## src/rtl/icf_pkg.sv

```systemverilog
package icf_pkg;

	localparam int NUM_LINES = 32;
	localparam int ID_WIDTH  = 8;
	localparam int LIDX_W    = (NUM_LINES > 1) ? $clog2(NUM_LINES) : 1;

	localparam logic [31:0] ADDR_ICIP = 32'h9005_0000;
	localparam logic [31:0] ADDR_ICMR = 32'h9005_0004;
	localparam logic [31:0] ADDR_ICLR = 32'h9005_0008;
	localparam logic [31:0] ADDR_ICCR = 32'h9005_000c;
	localparam logic [31:0] ADDR_ICFP = 32'h9005_0010;
	localparam logic [31:0] ADDR_ICPR = 32'h9005_0020;
	localparam logic [31:0] FULL_WORD = 32'hffff_ffff;

	typedef enum logic [2:0] {
		OP_READ   = 3'd0,
		OP_WRITE  = 3'd1,
		OP_SET    = 3'd2,
		OP_TOGGLE = 3'd3,
		OP_BIND   = 3'd4
	} op_t;

	typedef enum logic [2:0] {
		ST_OK        = 3'd0,
		ST_BAD_ADDR  = 3'd1,
		ST_ALREADY   = 3'd2,
		ST_WRONG_DEV = 3'd3,
		ST_BOUND     = 3'd4,
		ST_BAD_SIZE  = 3'd5
	} status_t;

	typedef struct packed {
		op_t                 op;
		logic [31:0]         address;
		logic [31:0]         write_data;
		logic [2:0]          size_bytes;
		logic [4:0]          line_index;
		logic [ID_WIDTH-1:0] device_id;
	} item_t;

	typedef struct packed {
		logic [31:0] read_data;
		logic [31:0] irq_lines;
		logic [31:0] fiq_lines;
		status_t     status;
	} result_t;

	// byte-lane mask for a valid access size of 1 to 4
	function automatic logic [31:0] size_mask(input logic [2:0] size);
		logic [31:0] m;
		unique case (size)
			3'd1:    m = FULL_WORD >> 24;
			3'd2:    m = FULL_WORD >> 16;
			3'd3:    m = FULL_WORD >> 8;
			default: m = FULL_WORD;
		endcase
		return m;
	endfunction

endpackage

```

## src/rtl/icf_core.sv

```systemverilog
module icf_core
	import icf_pkg::*;
(
	input  logic    clk,
	input  logic    arst_n,
	input  item_t   item,
	input  logic    commit,
	output result_t result
);

	logic [31:0]         pending_q, irq_q, fiq_q, mask_q, level_q, ctrl_q, bound_q;
	logic [ID_WIDTH-1:0] owner_q [NUM_LINES];

	logic [31:0]         pending_d, irq_d, fiq_d, mask_d, level_d, ctrl_d, bound_d;
	logic [31:0]         line_bit, seen;
	logic [ID_WIDTH-1:0] owner;
	logic [LIDX_W-1:0]   lidx;
	logic                line_ok, size_ok, do_flip, do_bind;
	logic [31:0]         rd_val;
	logic                addr_hit;
	logic [31:0]         rd_out;
	status_t             st_out;

	assign lidx     = item.line_index[LIDX_W-1:0];
	assign line_ok  = 32'(item.line_index) < 32'(NUM_LINES);
	assign line_bit = 32'd1 << item.line_index;
	assign owner    = line_ok ? owner_q[lidx] : '0;
	assign size_ok  = (item.size_bytes != 3'd0) && (item.size_bytes <= 3'd4);

	// register read decode
	always_comb begin
		addr_hit = 1'b1;
		unique case (item.address)
			ADDR_ICIP: rd_val = irq_q;
			ADDR_ICMR: rd_val = mask_q;
			ADDR_ICLR: rd_val = level_q;
			ADDR_ICCR: rd_val = ctrl_q;
			ADDR_ICFP: rd_val = fiq_q;
			ADDR_ICPR: rd_val = pending_q;
			default: begin
				rd_val   = '0;
				addr_hit = 1'b0;
			end
		endcase
	end

	always_comb begin
		mask_d  = mask_q;
		level_d = level_q;
		ctrl_d  = ctrl_q;
		bound_d = bound_q;
		do_flip = 1'b0;
		do_bind = 1'b0;
		rd_out  = '0;
		st_out  = ST_OK;
		unique case (item.op)
			OP_READ: begin
				if (!size_ok)
					st_out = ST_BAD_SIZE;
				else if (!addr_hit)
					st_out = ST_BAD_ADDR;
				else
					rd_out = rd_val & size_mask(item.size_bytes);
			end
			OP_WRITE: begin
				if (!size_ok)
					st_out = ST_BAD_SIZE;
				else if (!addr_hit)
					st_out = ST_BAD_ADDR;
				else if (item.address == ADDR_ICMR)
					mask_d = item.write_data;
				else if (item.address == ADDR_ICLR)
					level_d = item.write_data;
				else if (item.address == ADDR_ICCR)
					ctrl_d = item.write_data;
			end
			OP_SET: begin
				if (line_ok) begin
					if (item.device_id != owner)
						st_out = ST_WRONG_DEV;
					else if ((pending_q & line_bit) != '0)
						st_out = ST_ALREADY;
					else
						do_flip = 1'b1;
				end
			end
			OP_TOGGLE: do_flip = line_ok;
			OP_BIND: begin
				if (line_ok) begin
					if ((bound_q & line_bit) != '0) begin
						st_out = ST_BOUND;
					end else begin
						bound_d = bound_q | line_bit;
						do_bind = 1'b1;
					end
				end
			end
			default: ;
		endcase
	end

	// IRQ/FIQ only follow a pending change; mask, level and DIM writes wait for it
	always_comb begin
		pending_d = do_flip ? (pending_q ^ line_bit) : pending_q;
		seen      = ctrl_q[0] ? (pending_d & mask_q) : pending_d;
		irq_d     = do_flip ? (seen & ~level_q) : irq_q;
		fiq_d     = do_flip ? (seen & level_q) : fiq_q;
	end

	assign result = '{read_data: rd_out, irq_lines: irq_d, fiq_lines: fiq_d, status: st_out};

	always_ff @(posedge clk or negedge arst_n) begin
		if (!arst_n) begin
			pending_q <= '0;
			irq_q     <= '0;
			fiq_q     <= '0;
			mask_q    <= '0;
			level_q   <= '0;
			ctrl_q    <= '0;
			bound_q   <= '0;
			for (int i = 0; i < NUM_LINES; i++)
				owner_q[i] <= '0;
		end else if (commit) begin
			pending_q <= pending_d;
			irq_q     <= irq_d;
			fiq_q     <= fiq_d;
			mask_q    <= mask_d;
			level_q   <= level_d;
			ctrl_q    <= ctrl_d;
			bound_q   <= bound_d;
			if (do_bind)
				owner_q[lidx] <= item.device_id;
		end
	end

endmodule

```

## src/rtl/interrupt_controller_irq_fiq_unit.sv

```systemverilog
// channel | signals                                            | beat taken when
// --------+----------------------------------------------------+--------------------
// in      | in_valid in_ready operation address write_data      | in_valid & in_ready
//         | size_bytes line_index device_id                    |
// out     | out_valid out_ready read_data irq_lines fiq_lines    | out_valid & out_ready
//         | status                                             |
//
// One beat per cycle sustained while out_ready stays high; a beat taken into the input
// register moves into the output-facing result register when the output can advance.
// Register state updates as a beat moves into the result register, so the next
// beat sees it. Reset clears the valid flags, core registers and line owner table.
// A stall holds the full stages; in_ready drops only when both are full.
module interrupt_controller_irq_fiq_unit
	import icf_pkg::*;
(
	input  logic        clk,
	input  logic        arst_n,
	input  logic        in_valid,
	output logic        in_ready,
	input  logic [2:0]  operation,
	input  logic [31:0] address,
	input  logic [31:0] write_data,
	input  logic [2:0]  size_bytes,
	input  logic [4:0]  line_index,
	input  logic [7:0]  device_id,
	output logic        out_valid,
	input  logic        out_ready,
	output logic [31:0] read_data,
	output logic [31:0] irq_lines,
	output logic [31:0] fiq_lines,
	output logic [2:0]  status
);

	item_t   item_s1;
	logic    valid_s1;
	result_t res_comb, res_s2;
	logic    valid_s2;
	logic    advance;

	assign advance  = !valid_s2 || out_ready;
	assign in_ready = !valid_s1 || advance;

	always_ff @(posedge clk or negedge arst_n) begin
		if (!arst_n) begin
			valid_s1 <= 1'b0;
			valid_s2 <= 1'b0;
		end else begin
			if (in_ready)
				valid_s1 <= in_valid;
			if (advance)
				valid_s2 <= valid_s1;
		end
	end

	always_ff @(posedge clk) begin
		if (in_valid && in_ready) begin
			item_s1.op         <= op_t'(operation);
			item_s1.address    <= address;
			item_s1.write_data <= write_data;
			item_s1.size_bytes <= size_bytes;
			item_s1.line_index <= line_index;
			item_s1.device_id  <= ID_WIDTH'(device_id);
		end
		if (advance && valid_s1)
			res_s2 <= res_comb;
	end

	icf_core u_core (
		.clk    (clk),
		.arst_n (arst_n),
		.item   (item_s1),
		.commit (valid_s1 && advance),
		.result (res_comb)
	);

	assign out_valid = valid_s2;
	assign read_data = res_s2.read_data;
	assign irq_lines = res_s2.irq_lines;
	assign fiq_lines = res_s2.fiq_lines;
	assign status    = res_s2.status;

endmodule

```

## config.mk

```make
export PLATFORM = sky130hd
export DESIGN_NAME = interrupt_controller_irq_fiq_unit
export DESIGN_NICKNAME = d
export VERILOG_FILES = /design/src/rtl/icf_pkg.sv /design/src/rtl/icf_core.sv /design/src/rtl/interrupt_controller_irq_fiq_unit.sv
export SDC_FILE = /design/constraint.sdc
export NUM_CORES = 1
export LEC_CHECK = 0
export BUFFER_PORTS_ARGS = -buffer_cell sky130_fd_sc_hd__clkbuf_2
export CORE_UTILIZATION = 55
export DETAILED_ROUTE_END_ITERATION = 8
export MAX_ROUTING_LAYER = met4
export PLACE_DENSITY = 0.76
export SETUP_SLACK_MARGIN = 0.3
export SYNTH_ARGS = -nofsm -noshare
export SYNTH_HDL_FRONTEND = slang
export SYNTH_SLANG_ARGS = --single-unit
```

## constraint.sdc

```tcl
create_clock -name clk -period 8.8 [get_ports clk]
set_clock_uncertainty 0.15 [all_clocks]
set_input_delay 0.44 -clock clk [delete_from_list [all_inputs] [get_ports clk]]
set_output_delay 0.44 -clock clk [all_outputs]
set_load 0.005 [all_outputs]
```

Word-level counts from Yosys, hierarchy flattened:

Index checks and enable logic that the tools add are counted.

* memories kept: 0
* bits in latches: 0
* register bits after elaboration: 664
* output and inout port bits: 101
* input bits: 87
* bits in writable memories: 0
* memory bits (read-only): 0

* reductions and logical operators: 20
* div/mod/pow operators: 0
* shift operators: 1
* bitwise operators: 13
* multiply operators: 0
* eq/ne operators: 14
* order comparisons: 3
* mux-type cells: 27
* add/sub/neg operators: 0

Operators by type and width (count)
* bitwise mux 256 bit: 1
* two-way mux 32 bit: 7
* AND 32 bit: 6
* == test 32 bit (second input constant): 6
* case mux 32 bit (6 select lines): 1
* case mux 32 bit (3 select lines): 1
* nonzero test 32 bit: 2
* binary-select mux 8 bit (select 5 bit): 1
* demux 8 bit (select 5 bit): 1
* inverter 32 bit: 1
* bitwise OR 32 bit: 1
* << shifter 1 x 5 -> 32 bit (first input constant): 1
* XOR 32 bit: 1
* two-way mux 8 bit: 3
* == test 3 x 2 -> 1 bit (second input constant): 4
* two-way mux 3 bit: 3
* case mux 3 bit (3 select lines): 1
* != test 8 bit: 1
* AND reduction 7 bit: 1
* == test 3 x 1 -> 1 bit (second input constant): 2
* greater-or-equal comparator 6 bit (second input constant): 1
* less-than comparator 6 x 1 -> 1 bit (second input constant): 1
* two-way mux 1 bit: 6
* inverter 5 -> 6 bit: 1
* other kinds (16): 24

Logic depth before layout (Yosys ltp):

* word-level depth: 12
* gate-level depth with buffers: 18
* gate-level depth less buffers: 10

Hierarchy:

Synthesis repeated with hierarchy kept, for this count alone.

* cell total of the unflattened synthesis: 2472
* area total of the unflattened synthesis: 31614.1 µm²

Modules (own cells, without submodules)
* icf_core: area each 26045.0 µm², times used 1, sequential area each 12011.5 µm², cells each 2282
* interrupt_controller_irq_fiq_unit: area each 5569.1 µm², times used 1, sequential area each 5515.3 µm², cells each 190

Worst setup path after synthesis:

Ideal clock, no wire load.

* path kind: input -> register
* start point: in out_ready
* end point: reg u_core.owner_q[100] (netlist bit)
* data required time: 8.525 ns
* cell stages on the path: 7
* path buffers: 1
* slack: 4.230 ns
* arrival: 4.295 ns
* path through: nand2b_1 nand2_1 inv_1 nand4_1 buf_2 nor3_2 mux2_2

* longest elaborated chain between the ends: 3

RTL lines
* start, declared: line interrupt_controller_irq_fiq_unit.sv:27 `input logic out_ready,`
* logical OR 1 bit: line interrupt_controller_irq_fiq_unit.sv:40 `assign advance = !valid_s2 || out_ready;`
* logical AND 1 bit: line interrupt_controller_irq_fiq_unit.sv:72 `.commit (valid_s1 && advance),`
* named net u_core.commit: line icf_core.sv:7 `input logic commit,`
* AND reduction 2 bit (no source line)
* end signal, assigned by index: line icf_core.sv:132 `owner_q[lidx] <= item.device_id;`
* end, declared: line icf_core.sv:12 `logic [ID_WIDTH-1:0] owner_q [NUM_LINES];`

The timed path passes the listed nets, and every way through them passes these cells.
A chain may end at the register's enable or synchronous reset.

Final worst setup path:

* start point: reg item_s1[9] (netlist bit)
* end point: reg u_core.irq_q[12]

* longest elaborated chain between the ends: 12
* elaborated cells between the ends (all ways): 17

RTL lines
* start, declared: line interrupt_controller_irq_fiq_unit.sv:34 `item_t item_s1;`
* inverter 5 -> 6 bit (not written as such): line icf_core.sv:27 `assign owner = line_ok ? owner_q[lidx] : '0;`
* binary-select mux 8 bit (select 5 bit): line icf_core.sv:27
* two-way mux 8 bit (not written as such) (2 in a row): line icf_core.sv:27
* != test 8 bit: line icf_core.sv:79 `if (item.device_id != owner)`
* two-way mux 1 bit: line icf_core.sv:79
* case mux 1 bit (2 select lines): line icf_core.sv:56 `unique case (item.op)`
* two-way mux 32 bit: line icf_core.sv:104 `pending_d = do_flip ? (pending_q ^ line_bit) : pending_q;`
* AND 32 bit: line icf_core.sv:105 `seen = ctrl_q[0] ? (pending_d & mask_q) : pending_d;`
* two-way mux 32 bit: line icf_core.sv:105
* AND 32 bit: line icf_core.sv:106 `irq_d = do_flip ? (seen & ~level_q) : irq_q;`
* two-way mux 32 bit *: line icf_core.sv:106
* end signal, assigned: line icf_core.sv:125 `irq_q <= irq_d;`
* end, declared: line icf_core.sv:11 `logic [31:0] pending_q, irq_q, fiq_q, mask_q, level_q, ctrl_q, bound_q;`

Every way passes the cells marked *; elsewhere a longest branch is shown, timed or not. The select of a mux whose other input is x is not followed.

==> flow_summary.yaml <==
placed_design:
  gp_congestion: 0.904
  dpl-instance-area_um2: 33000
  portBuffers: 187
  dp_hpwl_um: 53900
global_route:
  grt_pass1_wl_um: 135000
  grt_max_degree: 153
  grt-ovfl-total: 0
  grt_pass1_vias: 23100
  track_usage_pct: 31.6
  antenna_found_initial: 0
timing:
  worst_pin_slew_ns: 1.29
  post-route-period-util_pct: 63.5
  setup_viol: 0
  timing.fmax_ghz: 0.179
  maxSlewHeadroom_pct: 14.1
  rsz0062_at_grt: "no"
  final.setup.tns_ns: 0
  drv_slew: 0
  min_period_ns: 5.59
  finalHoldViolCount: 0
detailed_routing:
  post_drt_via_cell_ratio: 6.45
  wirelength_um: 88300
  wire_per_inst_um: 25.3
  postRouteAntennaNets: 0
  vias: 22500
  drc: 8
  first_pass_iters: 9
  drt_iter0_drc: 3134
worst_setup_path:
  cpPeakStageDelay_ns: 0.94
  arrival_ns: 5.95
  crit_required_ns: 9.16
  start_kind: "register"
  crit_path_cell_trace: "buf_4, nand2_1, nor2_1, ha_1, nor4_1, nand4_1, or2_4, inv_1, a32oi_4, buf_4, mux2_2"
  critPathSlowestCell: "buf_4"
  path_depth: 11
  ff2ff_path_depth: 11
  crit_type: "register to register"
  path_buf_inv: 3
  crit_family: "buffers and inverters"
  worst-path-max-fanout: 77
  crit_path_frequent_cell: "buf_4"
  endpoint_kind: "register"
clock_tree:
  numCtsBuffers: 70
  clk_pin_slew_ns: 0.06
  cts_resized: 0
  holdBufCountCts: 87
  clk_path_buf_depth: 3
  cts_setup_buffers: 0
  cts_tree: "built"
  clkSinkCount: 664
  insertion_delay_ns: 0.64
  htree_levels: 3
  cts-root-buf: "clkbuf_16"
floorplan:
  coreArea_um2: 56400
  start_util_pct: 55.7
  die_y_um: 241
  dieArea_um2: 58000
  rows: 87
  io_pins: 188
  die_x_um: 241
run:
  maxCapViolations: 0
logic_synthesis:
  syn_inst: 2475
  synth.distinct_cells: 55
  synth_edf_count: 182
  synth_nets: 2594
  ys_seq_area_share_pct: 55.8
  syn_avg_cell_area_um2: 12.7
  async_flop_share_pct: 72.6
  synth_area_um2: 31400
  yosysWarningCount: 0
  ys_seq_elements: 664
  synth-main-ff-cell: "dfrtp_1"
worst_hold_path:
  hold_depth: 1
  min_path_type: "register to register"
status:
  status: "complete, but fails checks"
  violations: "design-rule violations"
layout:
  layout_commonest_cell: "dfrtp_1"
  insertedDiodeCount: 0
  area_delta_synth_final_pct: 15.3
  drive_above_1_share_pct: 31.3
  finalInstanceArea_um2: 36200
  layout_common_cells: "482 x dfrtp_1, 439 x mux2_2, 196 x mux2i_1"
  utilization_pct: 64.2
  nets: 2799
power:
  powerDensity_nw_per_um2: 202
  peakVddDrop_uv: 170
  leakage_nw: 16.9
[worst paths after layout]
check	to	startpoint	slack, ns
setup / recovery	u_core.irq_q[12]	item_s1[9]	3.21
hold / removal	u_core.bound_q[31]	u_core.bound_q[31]	0.32
setup reg to reg	u_core.irq_q[12]	item_s1[9]	3.21
hold reg to reg	u_core.bound_q[31]	u_core.bound_q[31]	0.32
max in group asynchronous	u_core.owner_q[169]	arst_n	5.94
min in group asynchronous	u_core.owner_q[98]	arst_n	0.43
[report_power, final]
group          switching [mW]  internal, mW
Clock                    1.27          1.79
Combinational           0.455         0.289
Sequential              0.129          3.38
[stage by stage]
stage / std cells / setup WS (ns) / power, mW / hold slack (ns)
after floorplan: 2475 / 4.23 / 3.95 / -0.00559
after global placement: 3277 / 3.44 / 4.23 / 0.297
after detailed placement: 3277 / 3.38 / 4.26 / 0.298
after CTS: 3490 / 3.34 / 7.34 / 0.318
after global routing: 3490 / 3.00 / 7.54 / 0.324
final: 3490 / 3.21 / 7.32 / 0.318
[worst register-to-register path, stage by stage, from the launching register on]
cell	delay, ns
edfxtp_1	0.40
buf_4	0.62
nand2_1	0.72
nor2_1	0.27
ha_1	0.18
nor4_1	0.06
nand4_1	0.10
or2_4	0.55
inv_1	0.24
a32oi_4	0.77
buf_4	0.95
mux2_2	0.48
[cells in the mapped netlist (3+ instances only)]
master     instances  area, µm²
nand2_1          176        661
nand4_1            6       37.5
a31oi_1            3       18.8
o21ai_0           34        170
or4_1              4       30.0
a21boi_0           5       37.5
nor3b_1            3       22.5
nor2b_1           67        419
a22o_1            32        280
nand4bb_1          6       67.6
nand2b_1           9       56.3
mux2i_1          196       1960
nand3b_1           8       60.1
clkbuf_1         139        522
o22ai_1           99        619
a222oi_1          96        961
mux2_1            10        113
inv_1             73        274
or3_1              3       18.8
dfrtp_1          482      12100
o21ai_1            3       15.0
nor4_1            65        407
nor4bb_1           4       40.0
nand4b_1           4       35.0
and3_1             7       43.8
nor3_2            32        320
buf_1             14       52.6
or2_2             35        219
nor3_1            35        175
edfxtp_1         182       5470
and3b_1            4       35.0
or4b_1             4       40.0
ha_1              32        400
a21oi_1           41        205
mux2_2           439       4940
nand3_1            3       15.0
nor2_1            72        270
buf_2             27        135
[metal layers]
layer | share of wire [%] | global-route usage (%)
met2 | 50 | 51.8
met4 | 4.3 | 14.2
met3 | 6.6 | 4.20
met1 | 39 | 39.3
met5 | 0 | -
[kinds of logic (layout without fill, tap and decap cells)]
group | Yosys count | after routing | share of synthesized area, %
buffers and inverters | 256 | 515 | 3.22
AOI/OAI and AO/OA | 323 | 323 | 7.61
muxes | 646 | 646 | 22.4
xor gates and xnor gates | 2 | 2 | 0.0558
adders and majority gates | 32 | 32 | 1.28
DFF | 664 | 664 | 55.8
and+or+nand+nor | 552 | 552 | 9.60
[state kept, by name, summed over array words and instances, names as in the netlist]
| register | flops |
|---|---|
| fiq_lines | 32 |
| out_valid | 1 |
| u_core.pending_q | 32 |
| u_core.ctrl_q | 32 |
| item_s1 | 83 |
| irq_lines | 32 |
| u_core.fiq_q | 32 |
| u_core.owner_q | 256 |
| status | 3 |
| u_core.mask_q | 32 |
| read_data | 32 |
| u_core.bound_q | 32 |
| valid_s1 | 1 |
| u_core.irq_q | 32 |
| u_core.level_q | 32 |
[final cells by class]
| cell class | instances | area, µm² |
|---|---|---|
| Tap cell | 756 | 946 |
| Clock inverter | 33 | 454 |
| Inverter | 73 | 277 |
| Multi-Input combinational cell | 1555 | 12900 |
| Sequential cell | 664 | 17500 |
| Clock buffer | 93 | 1920 |
| Timing Repair Buffer | 316 | 2160 |
| Fill cell | 4179 | 20200 |
(Power assumes the default switching activity.)
